$ cat src/hw/rtl/hpf_pkg.sv
package hpf_pkg;

   // Sizing of the block
   localparam int NUM_BINS  = 128;
   localparam int BIN_SCALE = 4;
   localparam int MAX_PEAKS = 6;

   // Field widths
   localparam int COLOUR_W = 4;
   localparam int VAL_W    = 10;
   localparam int DIV_W    = 5;
   localparam int POS_W    = 10;
   localparam int TOT_W    = 3;

   localparam int POS_MAX = 1023;
   localparam int TOT_MAX = 7;

   // Derived widths
   localparam int BIN_W     = $clog2(NUM_BINS);
   localparam int CNT_W     = $clog2(NUM_BINS + 1);
   localparam int PC_W      = $clog2(MAX_PEAKS + 1);
   localparam int PL_IDX_W  = (MAX_PEAKS > 1) ? $clog2(MAX_PEAKS) : 1;
   localparam int PCX_W     = PC_W + TOT_W;
   localparam int SCALE_W   = $clog2(BIN_SCALE + 1);
   localparam int PROD_W    = (CNT_W + SCALE_W > POS_W) ? CNT_W + SCALE_W : POS_W + 1;
   localparam int STEP_W    = $clog2(VAL_W + 1);

   // Stream and register port widths
   localparam int REQ_DATA_W = 16;
   localparam int RSP_DATA_W = 16;
   localparam int RSP_USER_W = 2;
   localparam int CSR_IDX_W  = 2;
   localparam int CSR_DATA_W = 10;

   // Register indexes
   localparam logic [CSR_IDX_W-1:0] CSR_COLOUR = 2'd0;
   localparam logic [CSR_IDX_W-1:0] CSR_FLOOR  = 2'd1;
   localparam logic [CSR_IDX_W-1:0] CSR_DIVISOR = 2'd2;

   localparam logic [DIV_W-1:0] DIVISOR_RESET = 5'd2;

   typedef enum logic [3:0] {
      ST_IDLE,
      ST_DIV,
      ST_FIN,
      ST_PEAK,
      ST_CUT,
      ST_RCHK,
      ST_RCMP,
      ST_LCHK,
      ST_LCMP,
      ST_OUT
   } state_type;

   typedef struct packed {
      logic             start;
      logic [VAL_W-1:0] dividend;
      logic [DIV_W-1:0] divisor;
   } div_req_type;

   typedef struct packed {
      logic             done;
      logic [VAL_W-1:0] quotient;
   } div_rsp_type;

endpackage

$ cat src/hw/rtl/hpf_ram.sv
module hpf_ram #(
   parameter int WIDTH = 8,
   parameter int DEPTH = 16
) (
   input  logic                     clock,
   input  logic                     wr_en,
   input  logic [$clog2(DEPTH)-1:0] wr_addr,
   input  logic [WIDTH-1:0]         wr_data,
   input  logic [$clog2(DEPTH)-1:0] rd_addr,
   output logic [WIDTH-1:0]         rd_data
);

   logic [WIDTH-1:0] mem_ff [DEPTH];
   logic [WIDTH-1:0] rd_data_ff;

   always_ff @(posedge clock) begin
      if (wr_en) begin
         mem_ff[wr_addr] <= wr_data;
      end
      rd_data_ff <= mem_ff[rd_addr];
   end

   assign rd_data = rd_data_ff;

endmodule

$ cat src/hw/rtl/hpf_div.sv
module hpf_div (
   input  logic                clock,
   input  logic                reset,
   input  hpf_pkg::div_req_type div_req,
   output hpf_pkg::div_rsp_type div_rsp
);

   logic [hpf_pkg::VAL_W-1:0]  dvd_ff, dvd_in;
   logic [hpf_pkg::DIV_W-1:0]  rem_ff, rem_in;
   logic [hpf_pkg::DIV_W-1:0]  dsr_ff, dsr_in;
   logic [hpf_pkg::STEP_W-1:0] step_ff, step_in;
   logic                       busy_ff, busy_in;
   logic                       done_ff, done_in;
   logic [hpf_pkg::DIV_W:0]    trial;
   logic [hpf_pkg::DIV_W:0]    diff;
   logic                       ge;

   // One quotient bit per cycle, restoring form
   always_comb begin
      trial   = {rem_ff, dvd_ff[hpf_pkg::VAL_W-1]};
      diff    = trial - {1'b0, dsr_ff};
      ge      = (trial >= {1'b0, dsr_ff});
      dvd_in  = dvd_ff;
      rem_in  = rem_ff;
      dsr_in  = dsr_ff;
      step_in = step_ff;
      busy_in = busy_ff;
      done_in = 1'b0;
      if (div_req.start) begin
         dvd_in  = div_req.dividend;
         rem_in  = '0;
         dsr_in  = div_req.divisor;
         step_in = '0;
         busy_in = 1'b1;
      end else if (busy_ff) begin
         rem_in  = ge ? diff[hpf_pkg::DIV_W-1:0] : trial[hpf_pkg::DIV_W-1:0];
         dvd_in  = {dvd_ff[hpf_pkg::VAL_W-2:0], ge};
         step_in = step_ff + 1'b1;
         if (step_ff == hpf_pkg::STEP_W'(hpf_pkg::VAL_W - 1)) begin
            busy_in = 1'b0;
            done_in = 1'b1;
         end
      end
   end

   always_ff @(posedge clock) begin
      if (reset) begin
         busy_ff <= 1'b0;
         done_ff <= 1'b0;
         step_ff <= '0;
      end else begin
         busy_ff <= busy_in;
         done_ff <= done_in;
         step_ff <= step_in;
      end
   end

   always_ff @(posedge clock) begin
      dvd_ff <= dvd_in;
      rem_ff <= rem_in;
      dsr_ff <= dsr_in;
   end

   assign div_rsp.done     = done_ff;
   assign div_rsp.quotient = dvd_ff;

endmodule

$ cat src/hw/rtl/histogram_peak_finder_unit.sv
// Histogram peak finder.
// req channel: one histogram bin per transfer. tuser carries the bin's colour,
// tdata the bin count, tlast marks the final bin of the histogram. Bins of the
// colour set in the colour register are stored in a 128-entry bin memory and a
// running peak is tracked; other colours only count for their tlast.
// A bin waits on the divider when an open peak has to be compared with its
// closing level: that level comes from a 10-step serial divider.
// rsp channel: nothing until the final bin. Then one transfer per peak found
// (or one transfer with peak_found clear if none), tlast on the last of them.
// Each peak is refined by walking the bin memory right and left from the peak
// bin, each bin visited being a registered memory read, then a compare; a side
// also stops at the end of the loaded bins. With a full peak list the raw
// indices go out in place of refined positions.
// The block takes no new bin while loading a compare or emitting peaks.
// rsp holds in an output register; a stalled receiver stops the peak walk at
// the next result but a new histogram may start while the final result waits.
// Reset (synchronous, active high) clears the tracking state and registers;
// the bin memory needs no clearing pass. csr writes land on the clock edge.
module histogram_peak_finder_unit (
   input  logic                             clock,
   input  logic                             reset,
   input  logic                             req_tvalid,
   output logic                             req_tready,
   input  logic [hpf_pkg::REQ_DATA_W-1:0]   req_tdata,   // bin_count
   input  logic [hpf_pkg::COLOUR_W-1:0]     req_tuser,   // bin_colour
   input  logic                             req_tlast,
   output logic                             rsp_tvalid,
   input  logic                             rsp_tready,
   output logic [hpf_pkg::RSP_DATA_W-1:0]   rsp_tdata,   // peak_position, peak_total
   output logic [hpf_pkg::RSP_USER_W-1:0]   rsp_tuser,   // peak_found, list_full
   output logic                             rsp_tlast,
   input  logic                             csr_wr_en,
   input  logic [hpf_pkg::CSR_IDX_W-1:0]    csr_index,
   input  logic [hpf_pkg::CSR_DATA_W-1:0]   csr_wr_data
);

   hpf_pkg::state_type state_ff, state_in;

   logic [hpf_pkg::COLOUR_W-1:0] colour_sel_ff, colour_sel_in;
   logic [hpf_pkg::VAL_W-1:0]    floor_ff, floor_in;
   logic [hpf_pkg::DIV_W-1:0]    divcfg_ff, divcfg_in;

   logic [hpf_pkg::VAL_W-1:0]    rp_ff, rp_in;
   logic [hpf_pkg::BIN_W-1:0]    rpbin_ff, rpbin_in;
   logic                         open_ff, open_in;
   logic [hpf_pkg::VAL_W-1:0]    min_ff, min_in;
   logic [hpf_pkg::PC_W-1:0]     pc_ff, pc_in;
   logic [hpf_pkg::CNT_W-1:0]    bincnt_ff, bincnt_in;
   logic [hpf_pkg::BIN_W-1:0]    peak_list_ff [hpf_pkg::MAX_PEAKS];
   logic [hpf_pkg::BIN_W-1:0]    peak_list_in [hpf_pkg::MAX_PEAKS];

   logic [hpf_pkg::VAL_W-1:0]    val_ff, val_in;
   logic                         last_ff, last_in;
   logic                         full_ff, full_in;
   logic [hpf_pkg::PC_W-1:0]     p_ff, p_in;
   logic [hpf_pkg::VAL_W-2:0]    cutoff_ff, cutoff_in;
   logic [hpf_pkg::CNT_W-1:0]    r_ff, r_in;
   logic [hpf_pkg::BIN_W-1:0]    lp_ff, lp_in;

   logic                         rsp_valid_ff, rsp_valid_in;
   logic [hpf_pkg::POS_W-1:0]    pos_ff, pos_in;
   logic                         found_ff, found_in;
   logic [hpf_pkg::TOT_W-1:0]    total_ff, total_in;
   logic                         listfull_ff, listfull_in;
   logic                         rsp_last_ff, rsp_last_in;

   hpf_pkg::div_req_type         div_req;
   hpf_pkg::div_rsp_type         div_rsp;

   logic                         accept;
   logic                         out_free;
   logic [hpf_pkg::VAL_W-1:0]    in_count;
   logic                         match;
   logic                         room;
   logic                         live;
   logic                         new_peak;
   logic                         go_div;
   logic [hpf_pkg::DIV_W-1:0]    divisor_eff;
   logic [hpf_pkg::PL_IDX_W-1:0] pl_idx;
   logic [hpf_pkg::BIN_W-1:0]    loc;
   logic [hpf_pkg::BIN_W-1:0]    rd_addr;
   logic [hpf_pkg::VAL_W-1:0]    rd_data;
   logic                         above;
   logic [hpf_pkg::BIN_W-1:0]    lp_dec;
   logic [hpf_pkg::PC_W-1:0]     p_inc;
   logic [hpf_pkg::CNT_W:0]      span_sum;
   logic [hpf_pkg::PROD_W-1:0]   scaled;
   logic [hpf_pkg::POS_W-1:0]    refined;
   logic [hpf_pkg::PCX_W-1:0]    pc_ext;
   logic [hpf_pkg::TOT_W-1:0]    tot_sat;
   logic                         final_out;

   hpf_ram #(
      .WIDTH (hpf_pkg::VAL_W),
      .DEPTH (hpf_pkg::NUM_BINS)
   ) u_bin_ram (
      .clock   (clock),
      .wr_en   (accept && match && room),
      .wr_addr (bincnt_ff[hpf_pkg::BIN_W-1:0]),
      .wr_data (in_count),
      .rd_addr (rd_addr),
      .rd_data (rd_data)
   );

   hpf_div u_div (
      .clock   (clock),
      .reset   (reset),
      .div_req (div_req),
      .div_rsp (div_rsp)
   );

   assign req_tready = (state_ff == hpf_pkg::ST_IDLE);
   assign accept     = req_tvalid && req_tready;
   assign out_free   = !rsp_valid_ff || rsp_tready;
   assign in_count   = req_tdata[hpf_pkg::VAL_W-1:0];
   assign match      = (req_tuser == colour_sel_ff);
   assign room       = (bincnt_ff < hpf_pkg::CNT_W'(hpf_pkg::NUM_BINS));
   assign live       = (pc_ff < hpf_pkg::PC_W'(hpf_pkg::MAX_PEAKS));
   assign new_peak   = (in_count > rp_ff) && (in_count > floor_ff) && (in_count > min_ff);
   assign go_div     = match && room && live && !new_peak && open_ff;
   assign divisor_eff = (divcfg_ff == '0) ? hpf_pkg::DIV_W'(1) : divcfg_ff;
   assign pl_idx     = pc_ff[hpf_pkg::PL_IDX_W-1:0];
   assign loc        = peak_list_ff[p_ff[hpf_pkg::PL_IDX_W-1:0]];
   assign above      = (rd_data > {1'b0, cutoff_ff});
   assign lp_dec     = lp_ff - 1'b1;
   assign p_inc      = p_ff + 1'b1;

   // Center of the span: (right end + left end) / 2, left end kept as lp - 1
   assign span_sum = {1'b0, r_ff} + (hpf_pkg::CNT_W + 1)'(lp_ff)
                     - (hpf_pkg::CNT_W + 1)'(1);
   assign scaled   = hpf_pkg::PROD_W'(span_sum[hpf_pkg::CNT_W:1])
                     * hpf_pkg::PROD_W'(hpf_pkg::BIN_SCALE);
   assign refined  = (scaled > hpf_pkg::PROD_W'(hpf_pkg::POS_MAX)) ?
                     hpf_pkg::POS_W'(hpf_pkg::POS_MAX) : scaled[hpf_pkg::POS_W-1:0];

   assign pc_ext  = hpf_pkg::PCX_W'(pc_ff);
   assign tot_sat = (pc_ext > hpf_pkg::PCX_W'(hpf_pkg::TOT_MAX)) ?
                    hpf_pkg::TOT_W'(hpf_pkg::TOT_MAX) : pc_ext[hpf_pkg::TOT_W-1:0];
   assign final_out = (pc_ff == '0) || (p_inc == pc_ff);

   assign div_req.start    = accept && go_div;
   assign div_req.dividend = rp_ff;
   assign div_req.divisor  = divisor_eff;

   always_comb begin
      state_in      = state_ff;
      colour_sel_in = colour_sel_ff;
      floor_in      = floor_ff;
      divcfg_in     = divcfg_ff;
      rp_in         = rp_ff;
      rpbin_in      = rpbin_ff;
      open_in       = open_ff;
      min_in        = min_ff;
      pc_in         = pc_ff;
      bincnt_in     = bincnt_ff;
      peak_list_in  = peak_list_ff;
      val_in        = val_ff;
      last_in       = last_ff;
      full_in       = full_ff;
      p_in          = p_ff;
      cutoff_in     = cutoff_ff;
      r_in          = r_ff;
      lp_in         = lp_ff;
      rsp_valid_in  = rsp_valid_ff && !rsp_tready;
      pos_in        = pos_ff;
      found_in      = found_ff;
      total_in      = total_ff;
      listfull_in   = listfull_ff;
      rsp_last_in   = rsp_last_ff;
      rd_addr       = loc;

      if (csr_wr_en) begin
         unique case (csr_index)
            hpf_pkg::CSR_COLOUR:  colour_sel_in = csr_wr_data[hpf_pkg::COLOUR_W-1:0];
            hpf_pkg::CSR_FLOOR:   floor_in      = csr_wr_data[hpf_pkg::VAL_W-1:0];
            hpf_pkg::CSR_DIVISOR: divcfg_in     = csr_wr_data[hpf_pkg::DIV_W-1:0];
            default: ;
         endcase
      end

      unique case (state_ff)
         hpf_pkg::ST_IDLE: begin
            if (accept) begin
               val_in  = in_count;
               last_in = req_tlast;
               if (match && room) begin
                  bincnt_in = bincnt_ff + 1'b1;
                  if (live && new_peak) begin
                     rp_in    = in_count;
                     rpbin_in = bincnt_ff[hpf_pkg::BIN_W-1:0];
                     open_in  = 1'b1;
                  end
               end
               if (go_div) begin
                  state_in = hpf_pkg::ST_DIV;
               end else if (req_tlast) begin
                  state_in = hpf_pkg::ST_FIN;
               end
            end
         end
         hpf_pkg::ST_DIV: begin
            if (div_rsp.done) begin
               // close the peak when the bin drops below its level
               if (val_ff < div_rsp.quotient) begin
                  min_in               = div_rsp.quotient;
                  open_in              = 1'b0;
                  rp_in                = '0;
                  peak_list_in[pl_idx] = rpbin_ff;
                  pc_in                = pc_ff + 1'b1;
               end
               state_in = last_ff ? hpf_pkg::ST_FIN : hpf_pkg::ST_IDLE;
            end
         end
         hpf_pkg::ST_FIN: begin
            full_in = !live;
            if (live && open_ff) begin
               peak_list_in[pl_idx] = rpbin_ff;
               pc_in                = pc_ff + 1'b1;
            end
            p_in     = '0;
            state_in = hpf_pkg::ST_PEAK;
         end
         hpf_pkg::ST_PEAK: begin
            state_in = ((pc_ff == '0) || full_ff) ? hpf_pkg::ST_OUT : hpf_pkg::ST_CUT;
         end
         hpf_pkg::ST_CUT: begin
            cutoff_in = rd_data[hpf_pkg::VAL_W-1:1];
            r_in      = hpf_pkg::CNT_W'(loc) + 1'b1;
            lp_in     = loc;
            state_in  = hpf_pkg::ST_RCHK;
         end
         hpf_pkg::ST_RCHK: begin
            rd_addr  = r_ff[hpf_pkg::BIN_W-1:0];
            state_in = (r_ff < bincnt_ff) ? hpf_pkg::ST_RCMP : hpf_pkg::ST_LCHK;
         end
         hpf_pkg::ST_RCMP: begin
            if (above) begin
               r_in     = r_ff + 1'b1;
               state_in = hpf_pkg::ST_RCHK;
            end else begin
               state_in = hpf_pkg::ST_LCHK;
            end
         end
         hpf_pkg::ST_LCHK: begin
            rd_addr  = lp_dec;
            state_in = (lp_ff != '0) ? hpf_pkg::ST_LCMP : hpf_pkg::ST_OUT;
         end
         hpf_pkg::ST_LCMP: begin
            if (above) begin
               lp_in    = lp_dec;
               state_in = hpf_pkg::ST_LCHK;
            end else begin
               state_in = hpf_pkg::ST_OUT;
            end
         end
         hpf_pkg::ST_OUT: begin
            if (out_free) begin
               rsp_valid_in = 1'b1;
               if (pc_ff == '0) begin
                  pos_in = '0;
               end else if (full_ff) begin
                  pos_in = hpf_pkg::POS_W'(loc);
               end else begin
                  pos_in = refined;
               end
               found_in    = (pc_ff != '0);
               total_in    = tot_sat;
               listfull_in = full_ff;
               rsp_last_in = final_out;
               if (final_out) begin
                  // histogram done: drop all tracking state
                  rp_in     = '0;
                  rpbin_in  = '0;
                  open_in   = 1'b0;
                  min_in    = '0;
                  pc_in     = '0;
                  bincnt_in = '0;
                  state_in  = hpf_pkg::ST_IDLE;
               end else begin
                  p_in     = p_inc;
                  state_in = hpf_pkg::ST_PEAK;
               end
            end
         end
         default: state_in = hpf_pkg::ST_IDLE;
      endcase
   end

   always_ff @(posedge clock) begin
      if (reset) begin
         state_ff <= hpf_pkg::ST_IDLE;
      end else begin
         state_ff <= state_in;
      end
   end

   always_ff @(posedge clock) begin
      if (reset) begin
         colour_sel_ff <= '0;
         floor_ff      <= '0;
         divcfg_ff     <= hpf_pkg::DIVISOR_RESET;
         rp_ff         <= '0;
         rpbin_ff      <= '0;
         open_ff       <= 1'b0;
         min_ff        <= '0;
         pc_ff         <= '0;
         bincnt_ff     <= '0;
         rsp_valid_ff  <= 1'b0;
      end else begin
         colour_sel_ff <= colour_sel_in;
         floor_ff      <= floor_in;
         divcfg_ff     <= divcfg_in;
         rp_ff         <= rp_in;
         rpbin_ff      <= rpbin_in;
         open_ff       <= open_in;
         min_ff        <= min_in;
         pc_ff         <= pc_in;
         bincnt_ff     <= bincnt_in;
         rsp_valid_ff  <= rsp_valid_in;
      end
   end

   always_ff @(posedge clock) begin
      peak_list_ff <= peak_list_in;
      val_ff       <= val_in;
      last_ff      <= last_in;
      full_ff      <= full_in;
      p_ff         <= p_in;
      cutoff_ff    <= cutoff_in;
      r_ff         <= r_in;
      lp_ff        <= lp_in;
      pos_ff       <= pos_in;
      found_ff     <= found_in;
      total_ff     <= total_in;
      listfull_ff  <= listfull_in;
      rsp_last_ff  <= rsp_last_in;
   end

   assign rsp_tvalid = rsp_valid_ff;
   assign rsp_tdata  = {(hpf_pkg::RSP_DATA_W - hpf_pkg::POS_W - hpf_pkg::TOT_W)'(0),
                        total_ff, pos_ff};
   assign rsp_tuser  = {listfull_ff, found_ff};
   assign rsp_tlast  = rsp_last_ff;

`ifndef SYNTHESIS
   a_pc_bound: assert property (@(posedge clock) disable iff (reset)
      pc_ff <= hpf_pkg::PC_W'(hpf_pkg::MAX_PEAKS))
      else $error("peak count beyond list size");

   a_bin_bound: assert property (@(posedge clock) disable iff (reset)
      bincnt_ff <= hpf_pkg::CNT_W'(hpf_pkg::NUM_BINS))
      else $error("bin counter beyond bin memory");

   a_div_start: assert property (@(posedge clock) disable iff (reset)
      div_req.start |-> (open_ff && state_ff == hpf_pkg::ST_IDLE))
      else $error("divider started without an open peak");

   a_walk_range: assert property (@(posedge clock) disable iff (reset)
      (state_ff == hpf_pkg::ST_RCMP) |-> (r_ff < bincnt_ff))
      else $error("span walk read past loaded bins");

   a_end_clear: assert property (@(posedge clock) disable iff (reset)
      (state_ff == hpf_pkg::ST_OUT && out_free && final_out)
      |=> (pc_ff == '0 && bincnt_ff == '0 && !open_ff && state_ff == hpf_pkg::ST_IDLE))
      else $error("tracking state not cleared after final result");
`endif

endmodule

$ cat config.mk
export PLATFORM = sky130hd
export DESIGN_NAME = histogram_peak_finder_unit
export DESIGN_NICKNAME = d
export VERILOG_FILES = /design/src/hw/rtl/hpf_pkg.sv /design/src/hw/rtl/hpf_ram.sv /design/src/hw/rtl/hpf_div.sv /design/src/hw/rtl/histogram_peak_finder_unit.sv
export SDC_FILE = /design/constraint.sdc
export NUM_CORES = 2
export LEC_CHECK = 0
export BUFFER_PORTS_ARGS = -buffer_cell sky130_fd_sc_hd__clkbuf_2
export CAP_MARGIN = 20
export CELL_PAD_IN_SITES_DETAIL_PLACEMENT = 0
export CELL_PAD_IN_SITES_GLOBAL_PLACEMENT = 1
export CORE_MARGIN = 4
export CORE_UTILIZATION = 40
export DETAILED_ROUTE_END_ITERATION = 10
export PLACE_DENSITY_LB_ADDON = 0.12
export SLEW_MARGIN = 10
export SYNTH_ARGS = -nofsm -noshare
export SYNTH_HDL_FRONTEND = slang
export SYNTH_SLANG_ARGS = --single-unit
$ cat constraint.sdc
create_clock -name clock -period 4.3 [get_ports clock]
set_input_delay 0.43 -clock clock [delete_from_list [all_inputs] [get_ports clock]]
set_output_delay 0.43 -clock clock [all_outputs]
set_load 0.01 [all_outputs]
# [Yosys cells after proc, flatten, opt, wreduce, memory -nomap -nowiden]
# Memory sizes are Yosys's and may differ from the RTL's. A register that Yosys moved wholly into a read port is not among the register bits.
# Cells that the tools add are included.
[classes] addsub=10 n_reduce_logical=54 n_eq_ne=26 bitwise=3 order_cmp=14 n_mux=80
[op_table] cell="42-bit two-way mux" n=3
[op_table] cell="10-bit two-way mux" n=12
[op_table] cell="42-bit case mux with 2 select lines" n=1
[op_table] cell="7-bit two-way mux" n=10
[op_table] cell="42-bit bitwise mux" n=1
[op_table] cell="7-bit case mux with 2 select lines" n=3
[op_table] cell="8-bit two-way mux" n=5
[op_table] cell="4-bit case mux with 10 select lines" n=1
[op_table] cell="8-bit case mux with 2 select lines" n=2
[op_table] cell="10-bit > comparator" n=3
[op_table] cell="10-bit case mux with 3 select lines" n=1
[op_table] cell="4-bit two-way mux" n=7
[op_table] cell="7-bit binary-select mux with 3-bit select" n=1
[op_table] cell="7-bit demux with 3-bit select" n=1
[op_table] cell="3-bit two-way mux" n=7
[op_table] cell="10-bit case mux with 2 select lines" n=1
[op_table] cell="1-bit two-way mux" n=17
[op_table] cell="8-bit by 1-bit adder with 8-bit output (second input constant)" n=2
[op_table] cell="4-bit by 3-bit == test with 1-bit output (second input constant)" n=4
[op_table] cell="1-bit logical AND" n=14
[op_table] cell="2-bit != test (second input constant)" n=7
[op_table] cell="2-bit AND reduction" n=7
[op_table] cell="2-bit nonzero test" n=7
[op_table] cell="4-bit == test (second input constant)" n=3
[op_table] cell="47 further kinds" n=67
[word_totals] in_bits=38 mem_bits_rw=1280 wordCells=224 regBits=186 n_memories=1
[mem_list] name="u_bin_ram.mem_ff" depth=128 width=10 rd=1 rd_clocked_by_memory_dff=1 write_ports=1 line="hpf_ram.sv:13" source="logic [WIDTH-1:0] mem_ff [DEPTH];"

# [Logic depth before layout (Yosys ltp)]
[logic_depth] ltp_word=9 mapped_depth=14 mapped_depth_nobuf=14

# [Modules after synthesis]
# Synthesis repeated with hierarchy kept, for this count alone.
[unflattened] cells_unflattened=2961 area_unflattened_um2=59432.0
[by_module_without_submodules] mod="hpf_ram" cells_each=1998 n_inst=1 area_per_inst_um2=49354.8 seq_area_each_um2=38637.1
[by_module_without_submodules] mod="histogram_peak_finder_unit" cells_each=852 n_inst=1 area_per_inst_um2=8785.9 seq_area_each_um2=4174.0
[by_module_without_submodules] mod="hpf_div" cells_each=111 n_inst=1 area_per_inst_um2=1291.2 seq_area_each_um2=670.6

# [Worst setup path after synthesis]
# Ideal clock, no wire load.
[synth_timing] path_type="register to register" from="register state_ff[3]" to="memory u_bin_ram.mem_ff[110][0] in the netlist's numbering (enable)" synth_period_minus_slack_ps=3236 n_path_buf=2 path_stages_with_launch=9 setup_slack_ps=1064 setup_ps=376 arrival_ps=2860 required_time_ps=3924 path_cell_list="dfxtp_1 > buf_2 > nor4_2 > nand2_1 > or2_2 > nor2_1 > nand3_1 > clkbuf_1 > nor2_1"
[synth_between] elab_chain_cells=6
[synth_rtl] item="from (decl)" line="histogram_peak_finder_unit.sv:37" source="hpf_pkg::state_type state_ff, state_in;"
[synth_rtl] item="from (signal assigned)" line="histogram_peak_finder_unit.sv:291" source="state_ff <= hpf_pkg::ST_IDLE;"
[synth_rtl] item="from (signal assigned)" line="histogram_peak_finder_unit.sv:293" source="state_ff <= state_in;"
[synth_rtl] item="4-bit zero test" line="histogram_peak_finder_unit.sv:112" source="assign req_tready = (state_ff == hpf_pkg::ST_IDLE);"
[synth_rtl] item="via req_tready" line="histogram_peak_finder_unit.sv:23" source="output logic req_tready,"
[synth_rtl] item="1-bit logical AND" line="histogram_peak_finder_unit.sv:113" source="assign accept = req_tvalid && req_tready;"
[synth_rtl] item="1-bit logical AND (2 in a row)" line="histogram_peak_finder_unit.sv:98" source=".wr_en (accept && match && room),"
[synth_rtl] item="1-bit two-way mux" line="hpf_ram.sv:17" source="if (wr_en) begin"
[synth_rtl] item="1-bit two-way mux (not written as such)" line="hpf_ram.sv:18" source="mem_ff[wr_addr] <= wr_data;"
[synth_rtl] item="to (decl)" line="hpf_ram.sv:13"
# The timed path passes the listed nets, and every way through them passes these cells.

# [Worst setup path in the final report]
[layout_timing] from="register p_ff[0] in the netlist's numbering" to="register u_bin_ram.rd_data_ff[8], in the netlist u_bin_ram.rd_data[8] (read register of u_bin_ram.mem_ff)"
[layout_between] elab_chain_cells=5
[layout_rtl] item="from (decl)" line="histogram_peak_finder_unit.sv:55" source="logic [hpf_pkg::PC_W-1:0] p_ff, p_in;"
[layout_rtl] item="from (signal assigned)" line="histogram_peak_finder_unit.sv:328" source="p_ff <= p_in;"
[layout_rtl] item="3-bit NOT with 4-bit output (not written as such)" line="histogram_peak_finder_unit.sv:123" source="assign loc = peak_list_ff[p_ff[hpf_pkg::PL_IDX_W-1:0]];"
[layout_rtl] item="7-bit binary-select mux with 3-bit select" line="histogram_peak_finder_unit.sv:123"
[layout_rtl] item="7-bit two-way mux (not written as such) (2 in a row)" line="histogram_peak_finder_unit.sv:123"
[layout_rtl] item="7-bit case mux with 2 select lines" line="histogram_peak_finder_unit.sv:181" source="unique case (state_ff)"
[layout_rtl] item="to (decl)" line="hpf_ram.sv:14" source="logic [WIDTH-1:0] rd_data_ff;"
# No other way between the ends. The select of a mux whose other input is x is not followed.
# A chain may end at the register's enable or synchronous reset.

==> results.sh <==
export IMPL_status="complete, no violations"
export IMPL_slowest_delay_ns=0.57
export IMPL_dp_cells=6642
export IMPL_dp_hpwl_um=109000
export IMPL_worst_r2r_cell_count=13
export IMPL_dieArea_sq_mm=0.160
export IMPL_async_reset_ff_share_pct=0
export IMPL_reg_top3="u_bin_ram.mem_ff (1280), peak_list_ff (42)"
export IMPL_grt_overflow=0
export IMPL_hp_class="input pin to register"
export IMPL_instances_no_fill=6950
export IMPL_synth_edf_count=1392
export IMPL_p_leak_nw=24.6
export IMPL_final_setup_viol_count=0
export IMPL_fin_crit_sh_pct=91.6
export IMPL_worstSetupEndpointType="register"
export IMPL_start_util_pct=40.3
export IMPL_holdBufCountCts=19
export IMPL_grt_usage_pct=21.7
export IMPL_skew_ns=0.0260
export IMPL_synthDistinctLibCells=80
export IMPL_yosysSeqAreaShare_pct=71.0
export IMPL_crit_top_cell="buf_4"
export IMPL_fin_nets=4916
export IMPL_wl_um=174000
export IMPL_wl_per_cell_um=25.0
export IMPL_setup_worst_path_start_class="register"
export IMPL_synth_top_area_share_pct=68.2
export IMPL_netlist_area_sq_mm=0.0613
export IMPL_ctsResizeCount=0
export IMPL_synth_area_leaders="edfxtp_1, mux2i_1, nand2_1, nand3_1, dfxtp_1"
export IMPL_reg2reg_slack_ns=0.36
export IMPL_path_cells="buf_4, nor2b_1, a222oi_1, buf_4, mux2_4, nor2_4, buf_4, buf_4, a221oi_1, a211oi_1, o21ai_0, nand4_1, a211oi_2"
export IMPL_drv_slew=0
export IMPL_cp_slowest_cell="nor2_4"
export IMPL_crit_required_ns=4.96
export IMPL_worstSetupPathType="register to register"
export IMPL_drt_iter0_markers=3242
export IMPL_gp_congestion=0.845
export IMPL_synthCells=4541
export IMPL_clk_latency_ns=0.79
export IMPL_clk_pin_slew_worst_paths_ns=0.06
export IMPL_rsz0062_at_grt="no"
export IMPL_r2r_start="p_ff[0]"
export IMPL_final_hold_violation_count=0
export IMPL_clock_path_buffers=3
export IMPL_tightest_slew_ns=1.09
export IMPL_maxCapViolations=0
export IMPL_clock_sinks=1476
export IMPL_drtPass1Iterations=5
export IMPL_vias_per_cell=5.38
export IMPL_cts_setup_buffers=0
export IMPL_htreeDepth=4
export IMPL_cp_arrival_ns=4.60
export IMPL_cts_tree="built"
export IMPL_grt_pass1_wl_um=252000
export IMPL_cts_buffers=161
export IMPL_grt_max_degree=131
export IMPL_synth_top_area_cell="edfxtp_1"
export IMPL_ys_ff_latch=1476
export IMPL_die_height_um=399
export IMPL_synth_main_ff_cell="edfxtp_1"
export IMPL_largest_reg_flops=1280
export IMPL_drive_gt1_share_pct=12.5
export IMPL_ir_worst_vdd_v=0.000311
export IMPL_hold_end="u_bin_ram.mem_ff[35][4]"
export IMPL_slew_headroom_pct=27.5
export IMPL_regMostFlops="u_bin_ram.mem_ff"
export IMPL_pin_count=59
export IMPL_antenna_found_initial=8
export IMPL_placementRows=143
export IMPL_grt_pass1_vias=36200
export IMPL_die_w_um=399
export IMPL_hold_path_cell_count=1
export IMPL_areaGrowthSynthToFinish_pct=15.4
export IMPL_vias=37400
export IMPL_fin_crit_ns=3.94
export IMPL_ant_nets=0
export IMPL_core_area_sq_mm=0.152
export IMPL_cts_root_buf="clkbuf_16"
export IMPL_drc=0
export IMPL_hold_start="req_tdata[4]"
export IMPL_r2r_end="u_bin_ram.rd_data[8]"
export IMPL_port_buffers=49
export IMPL_cp_max_fo=17
export IMPL_setup_tns_ns=0
export IMPL_syn_area_per_cell_sq_um=13.5
export IMPL_fillers=13700
export IMPL_ys_warn_count=0
export IMPL_timing_fmax_mhz=254
export IMPL_pwr_density_cell_mw_per_mm2=549
==> synth_stat cells (25+ instances only) <==
| master | number |
|---|---|
| a22oi_1 | 36 |
| a31oi_1 | 25 |
| inv_1 | 109 |
| nand2_1 | 863 |
| ha_1 | 82 |
| nand3_1 | 381 |
| nand3b_1 | 43 |
| a21oi_1 | 197 |
| mux2i_1 | 337 |
| dfxtp_1 | 84 |
| a21o_1 | 27 |
| o2111ai_1 | 63 |
| nor2_1 | 224 |
| clkbuf_1 | 114 |
| nand4_1 | 44 |
| o21ai_0 | 61 |
| buf_2 | 100 |
| buf_4 | 27 |
| edfxtp_1 | 1392 |
| o211ai_1 | 25 |
==> metrics by stage <==
stage / util, % / power [mW] / cell area [sq um] / hold WS (ns) / setup slack, ns
floorplan: - / 22.1 / 61300 / 0.412 / 1.06
global placement: 43.1 / 26.0 / 65500 / 0.418 / 0.376
detailed placement: 43.1 / 26.0 / 65500 / 0.422 / 0.383
CTS: 46.5 / 39.2 / 70700 / 0.00767 / 0.396
global route: 46.5 / 40.5 / 70700 / 0.00882 / 0.158
finish: 46.5 / 38.8 / 70700 / 0.0762 / 0.362
==> layer usage <==
layer | share of wire [%] | routed length, um | GRT usage [%]
met2 | 48 | 82900 | 35.4
met1 | 45 | 78100 | 30.6
met4 | 2.4 | 4180 | 5.61
met5 | 0 | 0 | 0
met3 | 5.0 | 8700 | 3.18
==> cells in the final DEF, fill, tap and decap left out, types with 10 or more instances in the layout <==
master,synthesis,layout
nand3b_1,43,43
o21ai_0,61,61
buf_12,0,36
clkbuf_16,0,167
a221oi_2,11,11
a211oi_1,15,15
clkinv_2,0,23
and3_1,13,13
ha_1,82,82
nand3_1,381,379
nor2b_1,18,18
dlygate4sd3_1,0,19
nand2b_1,10,10
a32oi_1,10,10
a21oi_1,197,196
o2111ai_1,63,63
or4_1,12,12
nand4_1,44,44
clkbuf_2,0,39
xor2_1,12,12
nand2_1,863,863
a31oi_1,25,25
dfxtp_1,84,84
inv_1,109,109
mux2_2,13,13
mux2i_1,337,336
a22oi_1,36,36
xnor2_1,18,18
nor4_2,10,10
nor3_1,18,18
o221ai_1,12,12
buf_4,27,253
a221oi_1,14,14
clkbuf_1,114,45
nor2_1,224,223
edfxtp_1,1392,1392
a21o_1,27,26
clkinv_1,0,30
o211ai_1,25,25
==> report_power, final <==
group	switching [mW]	total, mW	internal (mW)
Combinational	6.39	9.52	3.13
Clock	5.54	13.2	7.64
Sequential	0.148	16.1	15.9
==> cell families (layout without fill, tap and decap cells) <==
family | count (synthesis) | in the layout | share of synthesized area [%]
compound gates | 548 | 548 | 6.08
other cells | 1 | 7 | 0.00612
flops | 1476 | 1476 | 71.0
fa+ha+maj | 84 | 84 | 1.74
xor+xnor | 31 | 31 | 0.466
buf+inv | 376 | 749 | 2.76
simple gates | 1670 | 1670 | 12.1
mux | 355 | 355 | 5.88
==> final cells by class <==
| class | count | area, sq um | area share (%) |
|---|---|---|---|
| Sequential cell | 1476 | 43500 | 61.5 |
| Multi-Input combinational cell | 2691 | 16200 | 22.9 |
| Clock buffer | 217 | 4420 | 6.25 |
| Timing Repair Buffer | 355 | 3100 | 4.38 |
| Tap cell | 2030 | 2540 | 3.59 |
| Clock inverter | 68 | 546 | 0.772 |
| Inverter | 109 | 409 | 0.579 |
| Antenna cell | 4 | 10.0 | 0.0142 |
==> critical path, delay by kind of cell (launching register included) <==
family	cells	cell delay (ns)
flops	1	0.37
mux	1	0.32
simple gates	3	1.00
compound gates	5	1.00
buf+inv	4	1.11
==> how the worst max path moves through the flow <==
stage / from / end / slack [ns] / cells past startpoint
after floorplan: state_ff[3] / u_bin_ram.mem_ff[110][0] / 1.06 / 8
after global placement: p_ff[0] / u_bin_ram.rd_data[8] / 0.38 / 13
after detailed placement: p_ff[0] / u_bin_ram.rd_data[8] / 0.38 / 13
after CTS: p_ff[0] / u_bin_ram.rd_data[8] / 0.40 / 13
after global routing: p_ff[0] / u_bin_ram.rd_data[8] / 0.16 / 13
final: p_ff[0] / u_bin_ram.rd_data[8] / 0.36 / 13
Note: power is estimated with default switching activity, not from simulation.
